File: src/rtl/minifloat_add_multiply_core_defines.svh
// Assertion macros for the core RTL file.
`ifndef MINIFLOAT_ADD_MULTIPLY_CORE_DEFINES_SVH
`define MINIFLOAT_ADD_MULTIPLY_CORE_DEFINES_SVH

`ifndef ASSERT_OFF
`define MFAM_ASSERT_IMPLIES(label, clk, rst_n, ante, cons) \
	label: assert property (@(posedge clk) disable iff (!rst_n) (ante) |-> (cons)) \
		else $error("same-cycle check failed");
`define MFAM_ASSERT_NEXT(label, clk, rst_n, ante, cons) \
	label: assert property (@(posedge clk) disable iff (!rst_n) (ante) |=> (cons)) \
		else $error("next-cycle check failed");
`else
`define MFAM_ASSERT_IMPLIES(label, clk, rst_n, ante, cons)
`define MFAM_ASSERT_NEXT(label, clk, rst_n, ante, cons)
`endif

`endif

File: src/rtl/mfam_pkg.sv
`timescale 1ns / 1ps

package mfam_pkg;

	localparam int EXP_BITS_DEF = 4;
	localparam int FRAC_BITS_DEF = 8;

	typedef enum logic {
		MODE_ADD = 1'b0,
		MODE_MUL = 1'b1
	} mode_t;

endpackage

File: src/rtl/mfam_channels.sv
`timescale 1ns / 1ps

interface mfam_in_if
	import mfam_pkg::*;
#(
	parameter int EXP_BITS = EXP_BITS_DEF,
	parameter int FRAC_BITS = FRAC_BITS_DEF
) ();
	logic valid;
	logic ready;
	mode_t mode;
	logic [EXP_BITS+FRAC_BITS-1:0] operand_a;
	logic [EXP_BITS+FRAC_BITS-1:0] operand_b;

	modport source (output valid, output mode, output operand_a, output operand_b,
		input ready);
	modport sink (input valid, input mode, input operand_a, input operand_b,
		output ready);
endinterface

interface mfam_out_if
	import mfam_pkg::*;
#(
	parameter int EXP_BITS = EXP_BITS_DEF,
	parameter int FRAC_BITS = FRAC_BITS_DEF
) ();
	logic valid;
	logic ready;
	logic [EXP_BITS+FRAC_BITS-1:0] result;

	modport source (output valid, output result, input ready);
	modport sink (input valid, input result, output ready);
endinterface

File: src/rtl/minifloat_add_multiply_core.sv
`timescale 1ns / 1ps
`include "minifloat_add_multiply_core_defines.svh"

// Channel    Role    Word
// operands   sink    mode, operand_a, operand_b
// results    source  result
//
// One word is accepted every cycle unless both registers are full and the
// result is stalled; the input register and the result register each hold
// one word, and a single pass of add or multiply, normalise and encode lies
// between them.
// Reset clears only the two valid flags.
// A stalled result holds the result register; the input register still takes
// a word while it is empty.

module minifloat_add_multiply_core
	import mfam_pkg::*;
#(
	parameter int EXP_BITS = EXP_BITS_DEF,
	parameter int FRAC_BITS = FRAC_BITS_DEF
) (
	input logic clk,
	input logic arst_n,
	mfam_in_if.sink operands,
	mfam_out_if.source results
);

	localparam int WORD_W = EXP_BITS + FRAC_BITS;
	localparam int SIG_W = FRAC_BITS + 1;
	localparam int BIAS = (1 << (EXP_BITS - 1)) - 1;
	localparam int MAX_EXP = (1 << EXP_BITS) - 2;
	localparam int SUM_W = 2 * FRAC_BITS + 3;
	localparam int DC_MAX = FRAC_BITS + 1;
	localparam int DC_W = $clog2(DC_MAX + 1);
	localparam int LZ_STEPS = $clog2(SUM_W);
	localparam int XW = $clog2((1 << (EXP_BITS + 1)) + 2 * FRAC_BITS + 8) + 1;
	localparam int SH_W = $clog2(FRAC_BITS + 1);
	localparam logic [WORD_W-1:0] SAT_CODE = {{EXP_BITS{1'b1}}, {FRAC_BITS{1'b0}}};

	logic vld_s1;
	logic vld_s2;
	logic adv_s2;
	logic in_rdy;
	mode_t mode_s1;
	logic [WORD_W-1:0] a_s1;
	logic [WORD_W-1:0] b_s1;
	logic [WORD_W-1:0] result_s2;
	logic mul_zero_s1;

	logic [EXP_BITS-1:0] ea, eb, eff_a, eff_b, hi_eff, lo_eff, diff;
	logic [SIG_W-1:0] ma, mb, hi_m, lo_m;
	logic a_hi;
	logic [DC_W-1:0] dc;
	logic [SUM_W-1:0] m_add, m_mul, m_c;
	logic [2*SIG_W-1:0] prod;
	logic signed [XW-1:0] t_add, t_mul, t_c, ex_c, sub_sh_c;
	logic [SUM_W-1:0] norm_v [LZ_STEPS+1];
	logic [LZ_STEPS-1:0] lz_v [LZ_STEPS+1];
	logic [SIG_W-1:0] top_c, sub_fr;
	logic [WORD_W-1:0] res_c;

	assign adv_s2 = !vld_s2 || results.ready;
	assign in_rdy = !vld_s1 || adv_s2;
	assign operands.ready = in_rdy;
	assign results.valid = vld_s2;
	assign results.result = result_s2;

	always_ff @(posedge clk or negedge arst_n) begin
		if (!arst_n) begin
			vld_s1 <= 1'b0;
			vld_s2 <= 1'b0;
		end else begin
			if (in_rdy) begin
				vld_s1 <= operands.valid;
			end
			if (adv_s2) begin
				vld_s2 <= vld_s1;
			end
		end
	end

	always_ff @(posedge clk) begin
		if (in_rdy && operands.valid) begin
			mode_s1 <= operands.mode;
			a_s1 <= operands.operand_a;
			b_s1 <= operands.operand_b;
		end
		if (adv_s2 && vld_s1) begin
			result_s2 <= res_c;
		end
	end

	// A zero exponent field marks a subnormal, which shares the scale of exponent one.
	assign ea = a_s1[WORD_W-1:FRAC_BITS];
	assign eb = b_s1[WORD_W-1:FRAC_BITS];
	assign eff_a = (ea == '0) ? EXP_BITS'(1) : ea;
	assign eff_b = (eb == '0) ? EXP_BITS'(1) : eb;
	assign ma = {(ea != '0), a_s1[FRAC_BITS-1:0]};
	assign mb = {(eb != '0), b_s1[FRAC_BITS-1:0]};

	// Beyond a gap of one more than the fraction width the smaller addend sits
	// wholly below the kept bits, so the alignment is capped there.
	assign a_hi = (eff_a >= eff_b);
	assign hi_eff = a_hi ? eff_a : eff_b;
	assign lo_eff = a_hi ? eff_b : eff_a;
	assign hi_m = a_hi ? ma : mb;
	assign lo_m = a_hi ? mb : ma;
	assign diff = hi_eff - lo_eff;
	assign dc = (diff > DC_MAX) ? DC_W'(DC_MAX) : DC_W'(diff);
	assign m_add = (SUM_W'(hi_m) << dc) + SUM_W'(lo_m);
	assign t_add = $signed(XW'(hi_eff)) - $signed(XW'(dc)) - XW'(1);

	assign prod = ma * mb;
	assign m_mul = SUM_W'(prod);
	assign t_mul = $signed(XW'(eff_a)) + $signed(XW'(eff_b)) - XW'(BIAS + FRAC_BITS + 1);

	assign m_c = (mode_s1 == MODE_MUL) ? m_mul : m_add;
	assign t_c = (mode_s1 == MODE_MUL) ? t_mul : t_add;

	assign norm_v[0] = m_c;
	assign lz_v[0] = '0;
	for (genvar g = 0; g < LZ_STEPS; g++) begin : g_norm
		localparam int SH = 1 << (LZ_STEPS - 1 - g);
		logic zero_top;
		assign zero_top = (norm_v[g][SUM_W-1 -: SH] == '0);
		assign norm_v[g+1] = zero_top ? (norm_v[g] << SH) : norm_v[g];
		assign lz_v[g+1] = lz_v[g] + (zero_top ? LZ_STEPS'(SH) : '0);
	end

	assign ex_c = t_c + XW'(SUM_W - FRAC_BITS) - XW'(lz_v[LZ_STEPS]);
	assign sub_sh_c = XW'(1) - ex_c;
	assign top_c = norm_v[LZ_STEPS][SUM_W-1 -: SIG_W];
	assign sub_fr = top_c >> sub_sh_c[SH_W-1:0];

	always_comb begin
		if (m_c == '0) begin
			res_c = '0;
		end else if (ex_c > $signed(XW'(MAX_EXP))) begin
			res_c = SAT_CODE;
		end else if (ex_c >= $signed(XW'(1))) begin
			res_c = {ex_c[EXP_BITS-1:0], norm_v[LZ_STEPS][SUM_W-2 -: FRAC_BITS]};
		end else if (sub_sh_c > $signed(XW'(FRAC_BITS))) begin
			res_c = '0;
		end else begin
			res_c = {EXP_BITS'(0), sub_fr[FRAC_BITS-1:0]};
		end
	end

	assign mul_zero_s1 = (mode_s1 == MODE_MUL) && (a_s1 == '0 || b_s1 == '0);

	`MFAM_ASSERT_IMPLIES(a_no_overwrite, clk, arst_n, vld_s1 && vld_s2 && !results.ready, !in_rdy)
	`MFAM_ASSERT_NEXT(a_take_fills, clk, arst_n, operands.valid && in_rdy, vld_s1)
	`MFAM_ASSERT_IMPLIES(a_result_range, clk, arst_n, vld_s2, result_s2 <= SAT_CODE)
	`MFAM_ASSERT_NEXT(a_mul_zero, clk, arst_n, vld_s1 && adv_s2 && mul_zero_s1, result_s2 == '0)

endmodule

File: src/flat_wrapper.sv
// flat-port wrapper written by rule: the top's interface ports become plain ports
module minifloat_add_multiply_core_flat import mfam_pkg::*;
#(
	parameter int EXP_BITS = EXP_BITS_DEF,
	parameter int FRAC_BITS = FRAC_BITS_DEF
)
  (clk, arst_n, operands_valid, operands_mode, operands_operand_a, operands_operand_b, operands_ready, results_valid, results_result, results_ready);
  mfam_in_if #(.EXP_BITS(EXP_BITS), .FRAC_BITS(FRAC_BITS)) operands_i ();
  mfam_out_if #(.EXP_BITS(EXP_BITS), .FRAC_BITS(FRAC_BITS)) results_i ();
  input logic clk;
  input logic arst_n;
  input wire logic [$bits(operands_i.valid)-1:0] operands_valid;
  input wire logic [$bits(operands_i.mode)-1:0] operands_mode;
  input wire logic [$bits(operands_i.operand_a)-1:0] operands_operand_a;
  input wire logic [$bits(operands_i.operand_b)-1:0] operands_operand_b;
  output wire logic [$bits(operands_i.ready)-1:0] operands_ready;
  output wire logic [$bits(results_i.valid)-1:0] results_valid;
  output wire logic [$bits(results_i.result)-1:0] results_result;
  input wire logic [$bits(results_i.ready)-1:0] results_ready;
  assign operands_i.valid = operands_valid;
  assign operands_i.mode = operands_mode;
  assign operands_i.operand_a = operands_operand_a;
  assign operands_i.operand_b = operands_operand_b;
  assign operands_ready = operands_i.ready;
  assign results_valid = results_i.valid;
  assign results_result = results_i.result;
  assign results_i.ready = results_ready;
  minifloat_add_multiply_core #(.EXP_BITS(EXP_BITS), .FRAC_BITS(FRAC_BITS)) u_core (.clk(clk), .arst_n(arst_n), .operands(operands_i), .results(results_i));
endmodule
File: config.mk
export PLATFORM = sky130hd
export DESIGN_NAME = minifloat_add_multiply_core_flat
export DESIGN_NICKNAME = d
export VERILOG_FILES = /design/src/rtl/mfam_pkg.sv /design/src/rtl/mfam_channels.sv /design/src/rtl/minifloat_add_multiply_core.sv /design/src/flat_wrapper.sv
export VERILOG_INCLUDE_DIRS = /design/src /design/src/rtl
export SDC_FILE = /design/constraint.sdc
export NUM_CORES = 1
export LEC_CHECK = 0
export BUFFER_PORTS_ARGS = -buffer_cell sky130_fd_sc_hd__buf_2
export CELL_PAD_IN_SITES_DETAIL_PLACEMENT = 1
export CELL_PAD_IN_SITES_GLOBAL_PLACEMENT = 1
export CORE_UTILIZATION = 53
export CTS_CLUSTER_DIAMETER = 50
export CTS_CLUSTER_SIZE = 16
export DETAILED_ROUTE_END_ITERATION = 6
export PLACE_DENSITY_LB_ADDON = 0.1
export SYNTH_ARGS = -nofsm -noshare
export SYNTH_HDL_FRONTEND = slang
export SYNTH_SLANG_ARGS = --single-unit
export TNS_END_PERCENT = 30
File: constraint.sdc
create_clock -name clk -period 32.8 [get_ports clk]
set_clock_uncertainty 0.05 [all_clocks]
set_input_delay 1.64 -clock clk [delete_from_list [all_inputs] [get_ports clk]]
set_output_delay 1.64 -clock clk [all_outputs]
set_load 0.03 [all_outputs]
==> metrics.log <==
INFO  metric yosys_most_used_dff = edfxtp_1
INFO  metric edff_count_synth = 37
INFO  metric holdWs = about 0.45 ns
INFO  metric fill_cells = approximately 1900
INFO  metric worst_setup_path_end_kind = register
INFO  metric die_area = 0.0162 mm²
INFO  metric worst_r2r_startpoint = u_core.a_s1[10]
INFO  metric async_flop_share = 5.13%
INFO  metric sink_of_the_worst_hold_path = u_core.results.valid
INFO  metric crit_path_frequent_cell = ha_1
INFO  metric crit_family = simple AND/OR/NAND/NOR gates
INFO  metric place.detailed.hpwl = between 15 and 20 mm
INFO  metric grt_antenna_before_repair = 0
INFO  metric gp_routability_congestion = roughly 0.91
INFO  metric drcViolationCount = 0
INFO  metric hold_start = u_core.vld_s1
INFO  metric cts_setup_buffers = 0
INFO  metric wl = roughly 24 mm
INFO  metric floorplan.io_pins = 43
INFO  metric clockBufferDepth = 2
INFO  metric syn-mean-instance-area = slightly above 8 µm²
INFO  metric mapped_cell_area = around 0.0083 mm²
INFO  metric htree_levels = 2
INFO  metric timing.critical_path.slowest_stage_cell = o31ai_1
INFO  metric layout-drive-gt1-share = between 10% and 20%
INFO  metric synth_top_cells_by_count = inv_1 (103), ha_1 (74), and2_1 (70), nor2_1 (69), nand2_1 (61)
INFO  metric number_of_violations_reported_at_the_end_of_detailed_routing_iteration_0 = around 500
INFO  metric globalRoute.totalOverflow = 0
INFO  metric worst_setup_path_start_kind = register
INFO  metric grt_max_degree = 48
INFO  metric total_clock_buffers_created_by_cts = 5
INFO  metric worst_slack = between 15 and 20 ns
INFO  metric route.detailed.vias_per_inst = 6.21
INFO  metric run_status = finished clean
INFO  metric clkTransAtPathRegs = 0.07 ns
INFO  metric setup.reg_to_reg.worst_slack = about 19 ns
INFO  metric postCtsResizedCells = 0
INFO  metric portBuffers = 42
INFO  metric data_required_critical_path = around 33 ns
INFO  metric synth.ff_latch_count = 39
INFO  metric routed-via-count = 7531
INFO  metric drv_slew = 0
INFO  metric pre_cts_ws = 19.44 ns
INFO  metric globalRouteTotalUtil = 31.7%
INFO  metric crit_path_max_incr_delay = 0.82 ns
INFO  metric fin_tns_setup = 0 ns
INFO  metric hold_path_depth = 1
INFO  metric detail_route.first_pass.iterations = 5
INFO  metric tritoncts = built
INFO  metric synth_largest_area_cell = edfxtp_1
INFO  metric achievable-frequency = 73.0 MHz
INFO  metric drt.antenna.violating_nets = 0
INFO  metric hold_path.class = register to register
INFO  metric synthDominantCellAreaShare = between 10% and 20%
INFO  metric grt_first_pass_wirelength = between 40 and 50 mm
INFO  metric hold_viol = 0
INFO  metric final_core_utilization = 57.8%
INFO  metric standard_cell_row_count = 45
INFO  metric setup_repair_after_global_routing_missed_its_margin = no
INFO  metric min_period = around 14 ns
INFO  metric final_min_period_over_clock_period = between 40% and 50%
INFO  metric clock_latency = approximately 0.3 ns
INFO  metric floorplan.initialDensity = a little over half
INFO  metric synthMostInstantiatedCell = inv_1
INFO  metric holdBufCountCts = 0
INFO  metric crit-reg2reg-capture = u_core.results.result[3]
INFO  metric syn_inst = between 1000 and 1500
INFO  metric synth_fp_nets = ~1200
INFO  metric count_of_buffering_cells_on_the_critical_path_with_inverters_included = 4
INFO  metric r2r.worst_path.cells = between 40 and 50
INFO  metric grt_pass1_vias = around 8000
INFO  metric detail_route.wl_per_cell = approximately 20 µm
INFO  metric synth.yosys.warnings = 0
INFO  metric cts.root.buffer_cell = clkbuf_16
INFO  metric max_capacitance_violation_total = 0
INFO  metric timing_worst_slew_pin_value = about 0.94 ns
INFO  metric crit_path_max_fanout = 31
INFO  metric chipWidth = about 130 µm
INFO  metric synthToLayoutAreaGrowth = 5.81%
INFO  metric worstPathArrival = about 14 ns
INFO  metric number_of_sinks_on_the_clock_net = 39
INFO  metric antennaDiodeCount = 0
INFO  metric report.final.setup_viol = 0
INFO  metric library_cells_used_by_synthesis = 98
INFO  metric synth.area.top_cells = edfxtp_1 (13%), fa_1 (13%), ha_1 (11%)
INFO  metric nNetsFinal = between 1000 and 1500
INFO  metric max-slew-margin-rel = 36.9%
INFO  metric synth.yosys.seq_area_share = about 14%
INFO  metric floorplan.core_area = about 0.015 mm²
INFO  metric worst_setup_path_type = register to register
INFO  metric die_y = ~130 µm
cell type report:
cell class | count | area [µm²] | share of cell area (%)
Tap cell | 211 | 264 | 2.99
Clock inverter | 3 | 71.3 | 0.809
Timing Repair Buffer | 47 | 248 | 2.81
Multi-Input combinational cell | 801 | 6550 | 74.3
Inverter | 106 | 400 | 4.54
Sequential cell | 39 | 1160 | 13.2
Clock buffer | 5 | 125 | 1.42
through the flow:
step	cell area [µm²]	instances
global placement	8620	1204
CTS	8820	1212
floorplan	8330	1003
detailed placement	8620	1204
finish	8820	1212
global route	8820	1212
worst max-delay path by stage:
stage | start | endpoint | cells after the start
2_1_floorplan | u_core.b_s1[10] | u_core.results.result[3] | 52
3_3_place_gp | u_core.a_s1[10] | u_core.results.result[3] | 47
3_5_place_dp | u_core.a_s1[10] | u_core.results.result[3] | 47
4_1_cts | u_core.a_s1[10] | u_core.results.result[3] | 47
5_1_grt | u_core.a_s1[9] | u_core.results.result[1] | 48
6_report | u_core.a_s1[10] | u_core.results.result[3] | 47
flip-flops by register name (all words and copies together) (netlist names):
name,flops
u_core.b_s1,12
u_core.vld_s1,1
u_core.results.valid,1
u_core.mode_s1,1
u_core.results.result,12
u_core.a_s1,12
cells by family after synthesis:
group | Yosys count | share of synthesized area [%]
multiplexers | 70 | 8.99
buffers and inverters | 163 | 7.64
AND/OR/NAND/NOR | 341 | 21.8
adder cells (fa/ha/maj) | 128 | 24.1
XOR/XNOR | 32 | 3.45
AO/OA/AOI/OAI | 230 | 20.1
flip-flops | 39 | 13.9
per-layer routing:
| metal | track usage [%] | routed length (µm) | vias to the layer above |
|---|---|---|---|
| met5 | 0 | 0 | - |
| met4 | 9.87 | 621 | 0 |
| met3 | 4.40 | 1010 | 55 |
| met2 | 57.2 | 12300 | 192 |
| met1 | 38.9 | 10500 | 3767 |
| li1 | - | - | 3517 |
cell usage in the layout, fill, tap and decap left out, types with 7 or more instances in the layout:
master	n
mux2i_1	44
fa_1	54
nand3_1	19
ha_1	74
o211ai_1	7
mux2_2	22
nor3_1	26
xor2_1	11
nand2_1	61
and2_1	70
buf_2	42
a31oi_1	14
o21ai_0	49
a211oi_1	8
nor2_1	69
xnor2_1	20
a21o_1	12
edfxtp_1	37
a21oi_1	43
and3_1	7
nor2b_1	25
nand2b_1	12
o22ai_1	8
inv_1	103
Power is left out: the tool's default activity adds up to more than one toggle a clock period on the data nets, which glitch-free logic cannot reach.
